===== src/sv/gbn_pkg.sv =====
`timescale 1ns / 1ps

package gbn_pkg;

  localparam int SEQ_SPACE   = 8;
  localparam int SEND_WINDOW = 7;

  // link event codes
  localparam logic [2:0] CMD_PKT = 3'd0;
  localparam logic [2:0] CMD_PHY = 3'd1;
  localparam logic [2:0] CMD_RX  = 3'd2;
  localparam logic [2:0] CMD_DTO = 3'd3;
  localparam logic [2:0] CMD_ATO = 3'd4;

  // received frame kinds
  localparam logic [1:0] KIND_DATA = 2'd0;
  localparam logic [1:0] KIND_NAK  = 2'd2;

  // classified operations handed from front to back
  localparam logic [3:0] OP_NOP     = 4'd0;
  localparam logic [3:0] OP_PKT     = 4'd1;
  localparam logic [3:0] OP_PHY     = 4'd2;
  localparam logic [3:0] OP_RX_BAD  = 4'd3;
  localparam logic [3:0] OP_RX_NAK  = 4'd4;
  localparam logic [3:0] OP_RX_DATA = 4'd5;
  localparam logic [3:0] OP_RX_ACK  = 4'd6;
  localparam logic [3:0] OP_DTO     = 4'd7;
  localparam logic [3:0] OP_ATO     = 4'd8;

  // result actions
  localparam logic [2:0] ACT_NONE      = 3'd0;
  localparam logic [2:0] ACT_SEND_DATA = 3'd1;
  localparam logic [2:0] ACT_SEND_ACK  = 3'd2;
  localparam logic [2:0] ACT_SEND_NAK  = 3'd3;
  localparam logic [2:0] ACT_DELIVER   = 3'd4;

  // ack timer commands
  localparam logic [1:0] ATC_NONE  = 2'd0;
  localparam logic [1:0] ATC_START = 2'd1;
  localparam logic [1:0] ATC_STOP  = 2'd2;

  typedef struct packed {
    logic [2:0] command;
    logic       crc_ok;
    logic [1:0] rx_kind;
    logic [2:0] rx_seq;
    logic [2:0] rx_ack;
  } in_item_t;

  typedef struct packed {
    logic [2:0] action;
    logic [2:0] tx_seq;
    logic [2:0] tx_ack;
    logic [2:0] buffer_slot;
    logic [7:0] stop_timer_mask;
    logic [1:0] ack_timer_cmd;
    logic       network_enable;
    logic       last;
  } out_item_t;

  typedef struct packed {
    logic [3:0] op;
    logic [2:0] rx_seq;
    logic [2:0] rx_ack;
  } gbn_op_t;

endpackage


===== src/sv/gbn_front.sv =====
`timescale 1ns / 1ps

module gbn_front (
  input  logic               clk,
  input  logic               rst_n,
  input  logic               push,
  output logic               full,
  input  gbn_pkg::in_item_t  in_data,
  output logic               q_valid,
  input  logic               q_pop,
  output gbn_pkg::gbn_op_t   q_data
);

  gbn_pkg::gbn_op_t q_mem_r [2];
  logic             wr_ptr_r, wr_ptr_nxt;
  logic             rd_ptr_r, rd_ptr_nxt;
  logic [1:0]       count_r, count_nxt;
  gbn_pkg::gbn_op_t cls;
  logic             do_push;
  logic             do_pop;

  // classify the request by event and frame kind; state-dependent checks are in the back
  always_comb begin
    cls.rx_seq = in_data.rx_seq;
    cls.rx_ack = in_data.rx_ack;
    unique case (in_data.command)
      gbn_pkg::CMD_PKT: cls.op = gbn_pkg::OP_PKT;
      gbn_pkg::CMD_PHY: cls.op = gbn_pkg::OP_PHY;
      gbn_pkg::CMD_RX: begin
        if (!in_data.crc_ok) begin
          cls.op = (in_data.rx_kind == gbn_pkg::KIND_DATA) ? gbn_pkg::OP_RX_BAD
                                                            : gbn_pkg::OP_NOP;
        end else if (in_data.rx_kind == gbn_pkg::KIND_NAK) begin
          cls.op = gbn_pkg::OP_RX_NAK;
        end else if (in_data.rx_kind == gbn_pkg::KIND_DATA) begin
          cls.op = gbn_pkg::OP_RX_DATA;
        end else begin
          cls.op = gbn_pkg::OP_RX_ACK;
        end
      end
      gbn_pkg::CMD_DTO: cls.op = gbn_pkg::OP_DTO;
      gbn_pkg::CMD_ATO: cls.op = gbn_pkg::OP_ATO;
      default:          cls.op = gbn_pkg::OP_NOP;
    endcase
  end

  assign full    = (count_r == 2'd2);
  assign q_valid = (count_r != 2'd0);
  assign q_data  = q_mem_r[rd_ptr_r];
  assign do_push = push && !full;
  assign do_pop  = q_pop && q_valid;

  always_comb begin
    wr_ptr_nxt = do_push ? !wr_ptr_r : wr_ptr_r;
    rd_ptr_nxt = do_pop ? !rd_ptr_r : rd_ptr_r;
    count_nxt  = count_r;
    if (do_push && !do_pop) begin
      count_nxt = count_r + 2'd1;
    end else if (do_pop && !do_push) begin
      count_nxt = count_r - 2'd1;
    end
  end

  always_ff @(posedge clk) begin
    if (!rst_n) begin
      wr_ptr_r <= 1'b0;
      rd_ptr_r <= 1'b0;
      count_r  <= 2'd0;
    end else begin
      wr_ptr_r <= wr_ptr_nxt;
      rd_ptr_r <= rd_ptr_nxt;
      count_r  <= count_nxt;
    end
  end

  always_ff @(posedge clk) begin
    if (do_push) begin
      q_mem_r[wr_ptr_r] <= cls;
    end
  end

endmodule


===== src/sv/gbn_back.sv =====
`timescale 1ns / 1ps

module gbn_back #(
  parameter int SEQ_SPACE   = gbn_pkg::SEQ_SPACE,
  parameter int SEND_WINDOW = gbn_pkg::SEND_WINDOW
) (
  input  logic               clk,
  input  logic               rst_n,
  input  logic               q_valid,
  input  gbn_pkg::gbn_op_t   q_data,
  output logic               q_pop,
  output logic               empty,
  input  logic               pop,
  output gbn_pkg::out_item_t out_data
);

  localparam int SW = $clog2(SEQ_SPACE);
  localparam int CW = $clog2(SEND_WINDOW + 1);
  localparam int LW = (SEND_WINDOW > 1) ? $clog2(SEND_WINDOW) : 1;
  localparam int MW = (SW > CW) ? SW : CW;

  localparam logic ST_IDLE  = 1'b0;
  localparam logic ST_BURST = 1'b1;

  function automatic logic [SW-1:0] red_seq(input logic [2:0] v);
    logic [2:0] t;
    t = v;
    for (int k = 0; k < 4; k++) begin
      if (int'(t) >= SEQ_SPACE) t = t - 3'(SEQ_SPACE);
    end
    return SW'(t);
  endfunction

  function automatic logic [SW-1:0] inc_seq(input logic [SW-1:0] x);
    return (x == SW'(SEQ_SPACE - 1)) ? '0 : x + SW'(1);
  endfunction

  function automatic logic [SW-1:0] dec_seq(input logic [SW-1:0] x);
    return (x == '0) ? SW'(SEQ_SPACE - 1) : x - SW'(1);
  endfunction

  function automatic logic [SW-1:0] sub_seq(input logic [SW-1:0] a, input logic [SW-1:0] b);
    logic [SW:0] t;
    t = {1'b0, a} - {1'b0, b};
    if (a < b) t = t + (SW+1)'(SEQ_SPACE);
    return t[SW-1:0];
  endfunction

  function automatic logic [LW-1:0] inc_slot(input logic [LW-1:0] x);
    return (x == LW'(SEND_WINDOW - 1)) ? '0 : x + LW'(1);
  endfunction

  // bit s set when sequence s lies in [base, base + span] modulo the sequence space
  function automatic logic [7:0] seg_mask(input logic [SW-1:0] base, input logic [SW-1:0] span);
    logic [7:0]    m;
    logic [SW-1:0] off;
    m = '0;
    for (int s = 0; s < 8; s++) begin
      off = sub_seq(SW'(s), base);
      if (s < SEQ_SPACE && off <= span) m[s] = 1'b1;
    end
    return m;
  endfunction

  logic [SW-1:0] base_r, base_nxt;
  logic [CW-1:0] cnt_r, cnt_nxt;
  logic [LW-1:0] slot_r, slot_nxt;
  logic [SW-1:0] exp_r, exp_nxt;
  logic          phys_r, phys_nxt;
  logic [SW-1:0] head_r, head_nxt;
  logic          st_r, st_nxt;
  logic [SW-1:0] bseq_r, bseq_nxt;
  logic [LW-1:0] bslot_r, bslot_nxt;
  logic [CW-1:0] brem_r, brem_nxt;
  logic          out_valid_r, out_valid_nxt;
  gbn_pkg::out_item_t out_r;
  gbn_pkg::out_item_t res;

  logic          free;
  logic          emit;
  logic [SW-1:0] seq_v, ack_v, tgt, ack_off, piggy;
  logic          hit;
  logic [7:0]    ack_mask;
  logic [SW-1:0] base_ack;
  logic [CW-1:0] cnt_ack;
  logic          is_nak;
  logic [CW-1:0] gb_cnt;
  logic [SW-1:0] gb_base;
  logic [7:0]    gb_mask;
  logic [CW:0]   gb_tmp;
  logic [LW-1:0] gb_slot;

  assign free  = !out_valid_r || pop;
  assign emit  = free && (st_r == ST_BURST || q_valid);
  assign q_pop = free && st_r == ST_IDLE && q_valid;
  assign empty    = !out_valid_r;
  assign out_data = out_r;

  // ack handling: slide the window through tgt if tgt is outstanding
  always_comb begin
    is_nak   = (q_data.op == gbn_pkg::OP_RX_NAK);
    seq_v    = red_seq(q_data.rx_seq);
    ack_v    = red_seq(q_data.rx_ack);
    tgt      = is_nak ? dec_seq(ack_v) : ack_v;
    ack_off  = sub_seq(tgt, base_r);
    hit      = MW'(ack_off) < MW'(cnt_r);
    ack_mask = hit ? seg_mask(base_r, ack_off) : 8'd0;
    base_ack = hit ? inc_seq(tgt) : base_r;
    cnt_ack  = hit ? CW'(MW'(cnt_r) - MW'(ack_off) - MW'(1)) : cnt_r;
    piggy    = dec_seq(exp_r);
    gb_cnt   = is_nak ? cnt_ack : cnt_r;
    gb_base  = is_nak ? base_ack : base_r;
    gb_mask  = is_nak ? ack_mask : 8'd0;
    // resend restarts at the slot of the oldest outstanding frame
    gb_tmp   = (CW+1)'(slot_r) + (CW+1)'(SEND_WINDOW) - (CW+1)'(gb_cnt);
    if (gb_tmp >= (CW+1)'(SEND_WINDOW)) gb_tmp = gb_tmp - (CW+1)'(SEND_WINDOW);
    gb_slot  = LW'(gb_tmp);
  end

  always_comb begin
    base_nxt      = base_r;
    cnt_nxt       = cnt_r;
    slot_nxt      = slot_r;
    exp_nxt       = exp_r;
    phys_nxt      = phys_r;
    head_nxt      = head_r;
    st_nxt        = st_r;
    bseq_nxt      = bseq_r;
    bslot_nxt     = bslot_r;
    brem_nxt      = brem_r;
    out_valid_nxt = out_valid_r;
    res           = '0;
    res.action        = gbn_pkg::ACT_NONE;
    res.ack_timer_cmd = gbn_pkg::ATC_NONE;
    res.last          = 1'b1;

    if (pop) out_valid_nxt = 1'b0;

    if (emit) begin
      out_valid_nxt = 1'b1;
      if (st_r == ST_BURST) begin
        res.action        = gbn_pkg::ACT_SEND_DATA;
        res.tx_seq        = 3'(bseq_r);
        res.tx_ack        = 3'(piggy);
        res.buffer_slot   = 3'(bslot_r);
        res.ack_timer_cmd = gbn_pkg::ATC_STOP;
        res.last          = (brem_r == CW'(1));
        bseq_nxt  = inc_seq(bseq_r);
        bslot_nxt = inc_slot(bslot_r);
        brem_nxt  = brem_r - CW'(1);
        if (brem_r == CW'(1)) st_nxt = ST_IDLE;
      end else begin
        unique case (q_data.op)
          gbn_pkg::OP_PKT: begin
            if (int'(cnt_r) < SEND_WINDOW) begin
              res.action        = gbn_pkg::ACT_SEND_DATA;
              res.tx_seq        = 3'(head_r);
              res.tx_ack        = 3'(piggy);
              res.buffer_slot   = 3'(slot_r);
              res.ack_timer_cmd = gbn_pkg::ATC_STOP;
              phys_nxt = 1'b0;
              slot_nxt = inc_slot(slot_r);
              head_nxt = inc_seq(head_r);
              cnt_nxt  = cnt_r + CW'(1);
            end
          end
          gbn_pkg::OP_PHY: phys_nxt = 1'b1;
          gbn_pkg::OP_RX_BAD: begin
            if (seq_v == exp_r) begin
              res.action        = gbn_pkg::ACT_SEND_NAK;
              res.tx_ack        = 3'(seq_v);
              res.ack_timer_cmd = gbn_pkg::ATC_STOP;
              phys_nxt = 1'b0;
            end
          end
          gbn_pkg::OP_RX_NAK, gbn_pkg::OP_DTO: begin
            base_nxt = gb_base;
            cnt_nxt  = gb_cnt;
            res.stop_timer_mask = gb_mask;
            if (gb_cnt != '0) begin
              res.action        = gbn_pkg::ACT_SEND_DATA;
              res.tx_seq        = 3'(gb_base);
              res.tx_ack        = 3'(piggy);
              res.buffer_slot   = 3'(gb_slot);
              res.ack_timer_cmd = gbn_pkg::ATC_STOP;
              phys_nxt = 1'b0;
              if (gb_cnt != CW'(1)) begin
                res.last  = 1'b0;
                st_nxt    = ST_BURST;
                bseq_nxt  = inc_seq(gb_base);
                bslot_nxt = inc_slot(gb_slot);
                brem_nxt  = gb_cnt - CW'(1);
              end
            end
          end
          gbn_pkg::OP_RX_DATA: begin
            base_nxt = base_ack;
            cnt_nxt  = cnt_ack;
            res.stop_timer_mask = ack_mask;
            if (seq_v == exp_r) begin
              exp_nxt           = inc_seq(exp_r);
              res.action        = gbn_pkg::ACT_DELIVER;
              res.ack_timer_cmd = gbn_pkg::ATC_START;
            end
          end
          gbn_pkg::OP_RX_ACK: begin
            base_nxt = base_ack;
            cnt_nxt  = cnt_ack;
            res.stop_timer_mask = ack_mask;
          end
          gbn_pkg::OP_ATO: begin
            res.action        = gbn_pkg::ACT_SEND_ACK;
            res.tx_ack        = 3'(piggy);
            res.ack_timer_cmd = gbn_pkg::ATC_STOP;
            phys_nxt = 1'b0;
          end
          default: ;
        endcase
      end
      res.network_enable = (int'(cnt_nxt) < SEND_WINDOW) && phys_nxt;
    end
  end

  always_ff @(posedge clk) begin
    if (!rst_n) begin
      base_r      <= '0;
      cnt_r       <= '0;
      slot_r      <= '0;
      exp_r       <= '0;
      phys_r      <= 1'b0;
      head_r      <= '0;
      st_r        <= ST_IDLE;
      brem_r      <= '0;
      out_valid_r <= 1'b0;
    end else begin
      base_r      <= base_nxt;
      cnt_r       <= cnt_nxt;
      slot_r      <= slot_nxt;
      exp_r       <= exp_nxt;
      phys_r      <= phys_nxt;
      head_r      <= head_nxt;
      st_r        <= st_nxt;
      brem_r      <= brem_nxt;
      out_valid_r <= out_valid_nxt;
    end
  end

  always_ff @(posedge clk) begin
    bseq_r  <= bseq_nxt;
    bslot_r <= bslot_nxt;
    if (emit) out_r <= res;
  end

endmodule


===== src/sv/go_back_n_link_controller_unit.sv =====
`timescale 1ns / 1ps
// A request is queued at the accepting edge; its first result is registered onto out_data
// from the queue once the result side is free and no go-back burst is in progress.
// Throughput: one result per cycle while results are popped; a go-back burst gives one
// result per outstanding frame (up to SEND_WINDOW), set by the single back-end sequencer.
// Reset (rst_n low, synchronous): queues empty, window, slots and expected sequence zero,
// physical layer marked busy.
module go_back_n_link_controller_unit #(
  parameter int SEQ_SPACE   = gbn_pkg::SEQ_SPACE,
  parameter int SEND_WINDOW = gbn_pkg::SEND_WINDOW
) (
  input  logic               clk,
  input  logic               rst_n,
  input  logic               push,
  output logic               full,
  input  gbn_pkg::in_item_t  in_data,
  output logic               empty,
  input  logic               pop,
  output gbn_pkg::out_item_t out_data
);

  logic             q_valid;
  logic             q_pop;
  gbn_pkg::gbn_op_t q_data;

  gbn_front u_front (
    .clk     (clk),
    .rst_n   (rst_n),
    .push    (push),
    .full    (full),
    .in_data (in_data),
    .q_valid (q_valid),
    .q_pop   (q_pop),
    .q_data  (q_data)
  );

  gbn_back #(
    .SEQ_SPACE   (SEQ_SPACE),
    .SEND_WINDOW (SEND_WINDOW)
  ) u_back (
    .clk      (clk),
    .rst_n    (rst_n),
    .q_valid  (q_valid),
    .q_data   (q_data),
    .q_pop    (q_pop),
    .empty    (empty),
    .pop      (pop),
    .out_data (out_data)
  );

endmodule


===== config.mk =====
export PLATFORM = sky130hd
export DESIGN_NAME = go_back_n_link_controller_unit
export DESIGN_NICKNAME = d
export VERILOG_FILES = /design/src/sv/gbn_pkg.sv /design/src/sv/gbn_front.sv /design/src/sv/gbn_back.sv /design/src/sv/go_back_n_link_controller_unit.sv
export SDC_FILE = /design/constraint.sdc
export NUM_CORES = 1
export LEC_CHECK = 0
export BUFFER_PORTS_ARGS = -buffer_cell sky130_fd_sc_hd__buf_2
export CAP_MARGIN = 10
export CORE_UTILIZATION = 55
export CTS_CLUSTER_DIAMETER = 50
export CTS_CLUSTER_SIZE = 20
export DETAILED_ROUTE_END_ITERATION = 6
export GPL_TIMING_DRIVEN = 0
export PLACE_DENSITY_LB_ADDON = 0.12
export SYNTH_ARGS = -nofsm -noshare
export SYNTH_HDL_FRONTEND = slang
export SYNTH_SLANG_ARGS = --single-unit

===== constraint.sdc =====
create_clock -name clk -period 5.6 [get_ports clk]
set_input_delay 0.56 -clock clk [delete_from_list [all_inputs] [get_ports clk]]
set_output_delay 0.56 -clock clk [all_outputs]
set_load 0.1 [all_outputs]

# Yosys cells after proc, flatten, opt, wreduce, memory -nomap -nowiden
# Memory sizes are Yosys's and may differ from the RTL's. A register that Yosys moved wholly into a read port is not among the register bits.
# Index checks and enable logic that the tools add are counted.
[word_totals] ram_bits=20 mem_count=1 output_inout_bits=26 inputBits=16 ff_bits=55
[memory_table] memory="u_front.q_mem_r" words=2 word_bits=10 rd=1 rd_clocked_by_memory_dff=1 wr=1 line_no="gbn_front.sv:14" source="gbn_pkg::gbn_op_t q_mem_r [2];"
[op_classes] order_cmp=21 bitwise=1 n_reduce_logical=34 addsub=38 eq_ne=25 n_mux=96
[ops] cell="2-to-1 mux 3 bit" count=42
[ops] cell="adder 3 x 1 -> 3 bit (second input constant)" count=18
[ops] cell="2-to-1 mux 1 bit" count=29
[ops] cell="== test 3 bit (second input constant)" count=9
[ops] cell="<= comparator 3 bit" count=8
[ops] cell="2-to-1 mux 10 bit" count=2
[ops] cell="one-hot mux 4 bit (5 select lines)" count=1
[ops] cell="one-hot mux 3 bit (2 select lines)" count=3
[ops] cell="== test 4 x 3 -> 1 bit (second input constant)" count=4
[ops] cell="2-to-1 mux 2 bit" count=8
[ops] cell="2-to-1 mux 8 bit" count=2
[ops] cell="one-hot mux 8 bit (2 select lines)" count=1
[ops] cell="one-hot mux 3 bit (5 select lines)" count=1
[ops] cell="subtractor 3 x 1 -> 3 bit (second input constant)" count=5
[ops] cell="nonzero test 2 bit" count=7
[ops] cell="less-than comparator 3 bit (first input constant)" count=4
[ops] cell="one-hot mux 3 bit (4 select lines)" count=1
[ops] cell="AND reduction 4 bit" count=3
[ops] cell="subtractor 3 bit (first input constant)" count=4
[ops] cell="one-hot mux 2 bit (5 select lines)" count=1
[ops] cell="logical NOT 3 bit" count=3
[ops] cell="2-to-1 mux 9 bit" count=1
[ops] cell="one-hot mux 3 bit (3 select lines)" count=1
[ops] cell="== test 4 x 2 -> 1 bit (second input constant)" count=2
[ops] cell="other kinds (30)" count=55

# Logic depth before layout (Yosys ltp)
# Gate-level depths: netlist of the first run.
[depth] word_depth=19 ltp_mapped=27 ltp_nobuf=24

# Cells and area by module
# From an unflattened synthesis of the first run, not the netlist that was laid out.
[hier_totals] hier_cells=492 area_unflattened_um2=4894.7
[by_module_without_submodules] module="gbn_back" cells_per_inst=424 area_per_inst_um2=3886.2 n_inst=1 seq_area_each_um2=1291.2
[by_module_without_submodules] module="gbn_front" cells_per_inst=68 area_per_inst_um2=1008.5 n_inst=1 seq_area_each_um2=700.7

# Worst setup path before layout of the first run
# Ideal clock, no wire load.
[synth_path] path_kind="reg-to-reg" startpoint="register with a tool-made name" endpoint="register u_back.bslot_r[1] (data pin)" arrival_time_ns=5.655 synth_period_minus_slack_ns=5.931 stages_incl_launch_ff=27 setup_time_ns=0.276 required_time_ns=5.324 path_slack_ns=-0.331 path_cell_list="dfxtp_1 buf_6 buf_8 mux2i_1 ha_1 mux2i_1 inv_1 fa_1 xor2_1 xnor2_1 ha_1 a21oi_1 o21ai_1 nor2_2 mux2_2 inv_1 ha_1 ha_1 ha_1 clkbuf_1 nor4b_1 a32oi_1 a32oi_1 a211oi_2 o221ai_2 a2111oi_2 a221oi_2"
[synth_lines] item="end signal, assigned" line_no="gbn_back.sv:250" source="bslot_r <= bslot_nxt;"
[synth_lines] item="end, declared" line_no="gbn_back.sv:73" source="logic [LW-1:0] bslot_r, bslot_nxt;"

==> flow_metrics.tcl, run 1 <==
set metrics [dict create \
    status "finished, violations left" \
    violations "negative setup slack" \
    setup_ws_ns -0.00982 \
    drive_gt1_frac 0.283 \
    power_density_mw_per_mm2 647 \
    clockRootBuffer "clkbuf_8" \
    fin_skew_ns 0.0192 \
    fp.dieH_um 97.1 \
    maxCapViolCount 0 \
    synth_area_per_cell_sq_um 9.72 \
    cts.clk_slew.worst_paths_ns 0.10 \
    grt_use_total 0.282 \
    critPathKind "flip-flop to flip-flop" \
    grt_pass1_wl_um 21300 \
    syn2layout_area_growth_pct 26.8 \
    setup_viol 2 \
    numCtsBuffers 9 \
    slew_violations 0 \
    max_freq_mhz 178 \
    wl_per_cell_um 18.4 \
    rsz0062_at_grt "yes" \
    wirelength_um 13500 \
    cp.arrival_ns 5.72 \
    cts_buffer_depth 2 \
    die_area_sq_mm 0.00943 \
    place.gp.congestion 0.890 \
    boundaryPins 42 \
    insertion_delay_ns 0.37 \
    antenna_found_initial 0 \
    layout_min_cycle_time_ns 5.61 \
    start_util 0.570 \
    power_mw 4.08 \
    synthFlopType "edfxtp_1" \
    io_buffer_count 41 \
    end_kind "flip-flop" \
    p_leak_nw 2.59 \
    timing.setup.tns_ns -0.0136 \
    cts_tree "built" \
    hp-class "input port to flip-flop" \
    finalCritPeriodShare 1.00 \
    cts_sinks 75 \
    synth_seq_cells 75 \
    grt_max_degree 30 \
    regArea_sq_mm 0.00200 \
    die_w_um 97.1 \
    synth_nets 574 \
    num_rows 34 \
    pre_cts_slack_ns -0.627 \
    critPathSlowestCell "dfxtp_4" \
    via_per_inst 6.14 \
    synthCells 512 \
    nFillCells 619 \
    ant_nets 0 \
    remaining_drc_errors 0 \
    n_antenna_cell 0 \
    post-dp-hpwl_um 8180 \
    crit_top_cell "buf_4" \
    whs_ns 0.384 \
    drt-initial-drc-count 422 \
    yosysSeqAreaShare 0.400 \
    hold_viol 0 \
    vdd_ir_drop_max_mv 0.357 \
    start_kind "flip-flop" \
    fin_nets 683 \
    slowest_delay_ns 0.38 \
    fp.coreArea_sq_mm 0.00872 \
    multiInputGateArea_sq_mm 0.00300 \
    vias 4507 \
    yosys_warnings 0 \
    ys_types 77 \
    grt_overflow 0 \
    drtPass1Iterations 5 \
    critPathMaxFanout 7 \
    htreeDepth 3 \
    grt_pass1_vias 4358 \
    syn_area_sq_mm 0.00497 \
    synth-edff-count 49 \
    worstMarginPinSlew_ns 0.941 \
    max-slew-margin-rel 0.371 \
    worstPathRequired_ns 5.71 \
    synthArstFlopShare 0 \
]
[power by group]
| part | total (mW) | internal, mW | switching, mW |
|---|---|---|---|
| clock | 0.487 | 0.259 | 0.228 |
| combinational | 2.75 | 1.02 | 1.73 |
| sequential | 0.845 | 0.777 | 0.0677 |
[registers in the layout (all words and copies together) (netlist names), 2 cells and up, named ones only]
register and cells:
u_back.base_r 3, u_front.count_r 2, u_back.head_r 3, u_front.q_mem_r 20, u_back.bslot_r 3, u_back.bseq_r 3
u_back.cnt_r 3, u_back.out_data 23, u_back.exp_r 3, u_back.brem_r 3, u_back.slot_r 3
[synthesized netlist by cell type, types with 3 or more instances]
cell / n / area, sq um
nor2_1: 55 / 206
ha_1: 44 / 551
buf_6: 3 / 33.8
a21oi_1: 39 / 195
nor3b_1: 4 / 30.0
nand2_1: 33 / 124
a211oi_1: 5 / 37.5
o32a_1: 3 / 30.0
o21ai_0: 18 / 90.1
a211oi_2: 3 / 37.5
xnor2_1: 11 / 96.3
nand3_1: 10 / 50.1
nor3_1: 10 / 50.1
xor2_1: 6 / 52.6
mux2i_1: 20 / 200
nand2b_1: 5 / 31.3
o211ai_1: 5 / 37.5
clkbuf_1: 11 / 41.3
or3_1: 6 / 37.5
nand4_1: 3 / 18.8
mux2_2: 5 / 56.3
o31ai_1: 4 / 30.0
and3_1: 3 / 18.8
o21ai_1: 3 / 15.0
edfxtp_1: 49 / 1470
and2_1: 4 / 25.0
dfxtp_1: 26 / 521
inv_1: 45 / 169
nor2b_1: 5 / 31.3
o22ai_1: 4 / 25.0
a211o_1: 3 / 26.3
a31oi_1: 6 / 37.5
a22o_1: 4 / 35.0
[cells by family after synthesis]
family,after synthesis,share of synthesized area
xor gates and xnor gates,17,0.0299
and+or+nand+nor,153,0.153
buffers and inverters,63,0.0551
muxes,25,0.0516
AOI/OAI and AO/OA,133,0.191
DFF,75,0.400
adders and majority gates,46,0.119
[final timing paths]
kind | startpoint | endpoint | slack [ns] | cells past startpoint
hold / removal | in_data[0] | u_front.q_mem_r[0][0] | 0.38 | 1
setup reg to reg | flip-flop | u_back.out_data[9] | -0.01 | 37
hold reg to reg | u_back.head_r[2] | u_back.head_r[2] | 0.50 | 2
setup / recovery | flip-flop | u_back.out_data[9] | -0.01 | 37
[worst max-delay path, delay by kind of cell (launching register included)]
family | cells | cell delay [ns]
buf+inv | 29 | 3.65
compound gates | 4 | 0.71
fa+ha+maj | 1 | 0.17
flops | 1 | 0.38
simple gates | 2 | 0.31
xor+xnor | 1 | 0.14
[metal layers]
layer / vias up / wire, um / GRT usage
met5: - / 0 / 0
met4: 0 / 668 / 0.148
met3: 62 / 791 / 0.0374
met2: 226 / 6620 / 0.491
met1: 2119 / 5450 / 0.340
li1: 2100 / - / -
[area by class of cell]
type | instances | area share
sequential | 75 | 0.316
timing repair buffer | 100 | 0.108
tap | 108 | 0.0214
inverter | 45 | 0.0272
clock buffer | 12 | 0.0280
multi-input combinational | 374 | 0.475
buffer | 16 | 0.0151
clock inverter | 4 | 0.00853
[per-stage QoR]
step / std cells / util / instance area [sq um]
floorplan: 512 / - / 5030
global placement: 661 / 0.616 / 5380
detailed placement: 661 / 0.617 / 5380
CTS: 723 / 0.696 / 6070
global route: 734 / 0.723 / 6310
finish: 734 / 0.723 / 6310
[placed cells by master, fill, tap and decap left out, drive strengths merged, types with 10 or more instances in the layout]
cell type	synthesis	layout
a21oi	40	40
nand3	10	10
mux2i	20	20
edfxtp	49	49
xnor2	11	11
nor3	12	12
ha	44	44
o21ai	22	22
nand2	33	33
clkbuf	11	22
dfxtp	26	26
nor2	57	57
inv	45	46
buf	7	106
[repair_timing]
action / in CTS / in global routing
buffers inserted: 47 / 15
pin swaps: 18 / 25
setup endpoints to repair: 6 / 9
hold buffers: 0 / 0
resized for setup: 21 / 27
Power figures use the tool's default switching activity.
==> run 2: changes to the inputs <==
--- a/config.mk
+++ b/config.mk
@@ -12,7 +12,7 @@
 export CTS_CLUSTER_SIZE = 20
 export DETAILED_ROUTE_END_ITERATION = 6
 export GPL_TIMING_DRIVEN = 0
-export PLACE_DENSITY_LB_ADDON = 0.12
+export PLACE_DENSITY = 0.88
 export SYNTH_ARGS = -nofsm -noshare
 export SYNTH_HDL_FRONTEND = slang
 export SYNTH_SLANG_ARGS = --single-unit
==> run 2 against run 1 <==
Critical path depth decreased by 15. First-iteration DRC count increased by 53%. Die area unchanged. The run still ends with negative setup slack left. Setup slack got worse by 0.048 ns.
==> flow_metrics.tcl, run 2 (synthesis gave the netlist of run 1 again) <==
set metrics [dict create \
    die_area_sq_mm 0.00943 \
    num_rows 34 \
    cts_tree "built" \
    rsz0062_at_grt "yes" \
    clockRootBuffer "clkbuf_8" \
    critPathSlowestCell "fa_1" \
    fp.coreArea_sq_mm 0.00872 \
    wirelength_um 14600 \
    io_buffer_count 41 \
    slew_violations 0 \
    final_common_cell "buf_4" \
    vias 4755 \
    timing.setup.tns_ns -0.125 \
    syn2layout_area_growth_pct 26.6 \
    max_freq_mhz 177 \
    fin_cells 733 \
    cp.arrival_ns 5.77 \
    crit_top_cell "ha_4" \
    grt_use_total 0.287 \
    cts.clk_slew.worst_paths_ns 0.08 \
    grt_overflow 0 \
    whs_ns 0.396 \
    n_antenna_cell 0 \
    p_leak_nw 2.58 \
    slowest_delay_ns 0.79 \
    fp.dieH_um 97.1 \
    finalCritPeriodShare 1.01 \
    setup_ws_ns -0.0576 \
    fin_nets 683 \
    grt_pass1_vias 4584 \
    fin_skew_ns 0.0185 \
    antenna_found_initial 0 \
    vdd_ir_drop_max_mv 0.330 \
    cts_sinks 75 \
    grt_max_degree 30 \
    critPathKind "flip-flop to flip-flop" \
    ant_nets 0 \
    drive_gt1_frac 0.283 \
    drtPass1Iterations 7 \
    pre_cts_slack_ns -0.709 \
    place.gp.congestion 0.922 \
    end_kind "flip-flop" \
    numCtsBuffers 9 \
    layout_min_cycle_time_ns 5.66 \
    cts_buffer_depth 2 \
    power_density_mw_per_mm2 651 \
    post-dp-hpwl_um 8400 \
    hold_viol 0 \
    htreeDepth 3 \
    status "finished, violations left" \
    start_kind "flip-flop" \
    cts-hold-fix-buffers 0 \
    worstPathRequired_ns 5.71 \
    multiInputGateArea_sq_mm 0.00302 \
    drt-initial-drc-count 646 \
    numPlacedInstances 661 \
    remaining_drc_errors 0 \
    insertion_delay_ns 0.36 \
    wl_per_cell_um 19.9 \
    nFillCells 535 \
    hp-class "input port to flip-flop" \
    final_core_util 0.722 \
    final_cell_mix "buf_4 (60), nor2_1 (54), edfxtp_1 (49)" \
    regArea_sq_mm 0.00200 \
    maxCapViolCount 0 \
    max-slew-margin-rel 0.379 \
    violations "negative setup slack" \
    grt_pass1_wl_um 21700 \
    via_per_inst 6.49 \
    setup_viol 3 \
    critPathMaxFanout 8 \
    boundaryPins 42 \
    largest_reg_flops 23 \
    start_util 0.570 \
    path_cells "buf_12 > nor3b_4 > o22a_4 > xnor2_4 > inv_2 > ha_4 > fa_2 > inv_1 > fa_1 > nand2_1 > o21ai_2 > nor2b_4 > ha_4 > ha_4 > nor4b_4 > a32oi_1 > a32oi_1 > a211oi_2 > o221ai_4 > buf_4 > o21ai_0 > a22o_1" \
    worstMarginPinSlew_ns 0.929 \
    die_w_um 97.1 \
]
## run 2: power by group
part / switching [mW] / internal (mW) / total [mW] / leakage (nW)
logic: 1.78 / 0.991 / 2.77 / 1.79
registers: 0.0691 / 0.778 / 0.847 / 0.679
clock network: 0.208 / 0.276 / 0.483 / 0.115
total: 2.06 / 2.04 / 4.10 / 2.58
## run 2: area by class of cell
cell class | instances | share of cell area
Sequential cell | 75 | 0.317
Tap cell | 108 | 0.0215
Clock inverter | 4 | 0.0117
Multi-Input combinational cell | 374 | 0.479
Timing Repair Buffer | 101 | 0.106
Inverter | 45 | 0.0272
Clock buffer | 11 | 0.0242
Buffer | 15 | 0.0133
## run 2: worst paths after layout
| path | from | endpoint | slack [ns] | cells past startpoint |
|---|---|---|---|---|
| worst min register to register | u_back.brem_r[1] | u_back.brem_r[1] | 0.52 | 2 |
| worst max-delay path | flip-flop | u_back.out_data[14] | -0.06 | 22 |
| worst max register to register | flip-flop | u_back.out_data[14] | -0.06 | 22 |
| worst min-delay path | in_data[4] | u_front.q_mem_r[0][4] | 0.40 | 1 |
## run 2: critical path: cells and delay by family, from the launching register on
family / cells / cell delay, ns
AOI/OAI and AO/OA: 8 / 1.65
xor gates and xnor gates: 1 / 0.13
adders and majority gates: 5 / 2.04
buffers and inverters: 4 / 0.50
DFF: 1 / 0.37
and+or+nand+nor: 4 / 0.71
## run 2: per-layer routing
| metal | vias up | track usage | wire length, um |
|---|---|---|---|
| li1 | 2088 | - | - |
| met1 | 2189 | 0.334 | 5350 |
| met2 | 378 | 0.478 | 6910 |
| met3 | 100 | 0.0640 | 1420 |
| met4 | 0 | 0.184 | 909 |
| met5 | - | 0 | 0 |
## run 2: through the flow
step                area [sq um]  total power [mW]
finish                      6300              4.10
CTS                         6090              3.78
floorplan                   5030              2.56
global placement            5380              2.86
global route                6300              4.27
detailed placement          5380              2.94
## run 2: timing repair
| item | in CTS | in global routing |
|---|---|---|
| setup endpoints to repair | 6 | 10 |
| pin swaps | 16 | 22 |
| gates resized for setup | 26 | 20 |
| buffers inserted | 45 | 15 |
==> run 3: changes to the inputs <==
--- a/config.mk
+++ b/config.mk
@@ -7,12 +7,12 @@
 export LEC_CHECK = 0
 export BUFFER_PORTS_ARGS = -buffer_cell sky130_fd_sc_hd__buf_2
 export CAP_MARGIN = 10
-export CORE_UTILIZATION = 55
+export CORE_UTILIZATION = 60
 export CTS_CLUSTER_DIAMETER = 50
 export CTS_CLUSTER_SIZE = 20
 export DETAILED_ROUTE_END_ITERATION = 6
 export GPL_TIMING_DRIVEN = 0
-export PLACE_DENSITY = 0.88
+export PLACE_DENSITY = 0.91
 export SYNTH_ARGS = -nofsm -noshare
 export SYNTH_HDL_FRONTEND = slang
 export SYNTH_SLANG_ARGS = --single-unit
==> constraint.sdc (replaced) <==
create_clock -name clk -period 6.7 [get_ports clk]
set_input_delay 0.67 -clock clk [delete_from_list [all_inputs] [get_ports clk]]
set_output_delay 0.67 -clock clk [all_outputs]
set_load 0.1 [all_outputs]
==> run 3 against run 2 <==
The run now ends clean. Sequential cell count unchanged. Total power decreased by 28%. Cell count decreased by 8.6%. Via count fell by 9.1%. Global-route usage rose by 0.38 points. First-iteration DRC count decreased by 33%. Critical endpoint is now u_back.bslot_r[1].
==> flow_metrics.tcl, run 3 (synthesis gave the netlist of run 1 again) <==
set metrics [dict create \
    cts_tree "built" \
    p_comb_frac 0.624 \
    fp.dieH_um 93.1 \
    status "completed" \
    fin_skew_ns 0.0166 \
    grt_overflow 0 \
    p_leak_nw 2.25 \
    cp.arrival_ns 6.43 \
    timing.setup.tns_ns 0 \
    crit_family "compound AO/OA/AOI/OAI gates" \
    critPathKind "flip-flop to flip-flop" \
    whs_ns 0.503 \
    critPathSlowestCell "fa_1" \
    setup_viol 0 \
    maxCapViolCount 0 \
    drtPass1Iterations 5 \
    max-slew-margin-rel 0.387 \
    place.gp.congestion 0.907 \
    clockRootBuffer "clkbuf_8" \
    p_seq_frac 0.239 \
    final_cell_mix "nor2_1 (54), edfxtp_1 (49), inv_1 (45)" \
    worstMarginPinSlew_ns 0.917 \
    ant_nets 0 \
    drt-initial-drc-count 436 \
    start_kind "flip-flop" \
    remaining_drc_errors 0 \
    grt_max_degree 30 \
    start_util 0.631 \
    max_freq_mhz 158 \
    vias 4324 \
    slowest_delay_ns 0.40 \
    num_rows 32 \
    cts_buffer_depth 2 \
    grt_pass1_wl_um 19500 \
    power_switching_share 0.524 \
    grt_pass1_vias 4160 \
    via_per_inst 6.45 \
    cts_sinks 75 \
    boundaryPins 42 \
    final_common_cell "nor2_1" \
    largest_reg_flops 23 \
    critPathMaxFanout 10 \
    crit_buf_inv 4 \
    cts-hold-fix-buffers 0 \
    crit_top_cell "ha_1" \
    slew_violations 0 \
    n_antenna_cell 0 \
    vdd_ir_drop_max_mv 0.283 \
    die_w_um 93.1 \
    wirelength_um 12100 \
    syn2layout_area_growth_pct 13.0 \
    hp-class "input port to flip-flop" \
    layout_min_cycle_time_ns 6.34 \
    pwr-share-clk 0.137 \
    finalCritPeriodShare 0.947 \
    grt_use_total 0.291 \
    hold_viol 0 \
    post-dp-hpwl_um 8670 \
    die_area_sq_mm 0.00866 \
    htreeDepth 3 \
    power_density_mw_per_mm2 522 \
    p_int_mw 1.40 \
    fin_nets 625 \
    cts_setup_buffers 0 \
    antenna_found_initial 0 \
    numCtsBuffers 9 \
    drive_gt1_frac 0.173 \
    worstPathRequired_ns 6.78 \
    end_kind "flip-flop" \
    cts.clk_slew.worst_paths_ns 0.09 \
    nFillCells 548 \
    insertion_delay_ns 0.36 \
    wl_per_cell_um 18.1 \
    p_sw_mw 1.54 \
    io_buffer_count 41 \
    fp.coreArea_sq_mm 0.00789 \
]
run 3: worst paths after layout:
check                                       from                    end  slack [ns]  cells past startpoint
worst min register to register  u_front.rd_ptr_r       u_front.rd_ptr_r        0.51                      2
worst min-delay path                  in_data[0]  u_front.q_mem_r[1][0]        0.50                      1
worst max-delay path                   flip-flop      u_back.bslot_r[1]        0.36                     26
worst max register to register         flip-flop      u_back.bslot_r[1]        0.36                     26
run 3: layout make-up:
class / instances / area [sq um] / area share
sequential: 75 / 1990 / 0.354
clock buffer: 11 / 163 / 0.0289
clock inverter: 5 / 66.3 / 0.0118
tap: 102 / 128 / 0.0227
multi-input combinational: 374 / 2800 / 0.497
inverter: 45 / 169 / 0.0301
timing repair buffer: 41 / 205 / 0.0365
buffer: 17 / 101 / 0.0180
run 3: what timing repair did:
item	4_1_cts	5_1_grt
setup endpoints to repair	4	6
gates cloned	0	0
pin swaps	0	3
resized for setup	2	11
run 3: worst reg2reg max path: cells and delay by family (launching register included):
family / cells / cell delay, ns
adder cells (fa/ha/maj): 6 / 1.80
AO/OA/AOI/OAI: 9 / 1.88
AND/OR/NAND/NOR: 3 / 0.62
XOR/XNOR: 3 / 0.53
buffers and inverters: 4 / 0.50
multiplexers: 1 / 0.40
flip-flops: 1 / 0.31
run 3: power groups by stage:
stage	logic (mW)	registers, mW	clock network, mW
after floorplan	0.979	1.12	0
after global placement	1.64	0.703	0
after detailed placement	1.71	0.709	0
after CTS	1.74	0.700	0.401
after global routing	1.96	0.712	0.420
final	1.83	0.702	0.401
run 3: per-layer routing:
layer  vias to the layer above  part of all wire  GRT usage  wire length [um]
li1                       1986                 -          -                 -
met1                      2044              0.39      0.350              4710
met2                       231              0.50      0.488              6060
met3                        63             0.065     0.0569               787
met4                         0             0.049      0.163               593
met5                         -                 0          0                 0
run 3: through the flow:
stage	power [mW]	instance area (sq um)	instances	utilization	setup WS, ns
2_1_floorplan	2.10	4970	512	-	0.769
3_3_place_gp	2.35	5310	655	0.673	-0.00600
3_5_place_dp	2.42	5320	655	0.674	-0.198
4_1_cts	2.84	5550	671	0.704	0.0813
5_1_grt	3.10	5620	670	0.712	-0.00979
6_report	2.94	5620	670	0.712	0.358
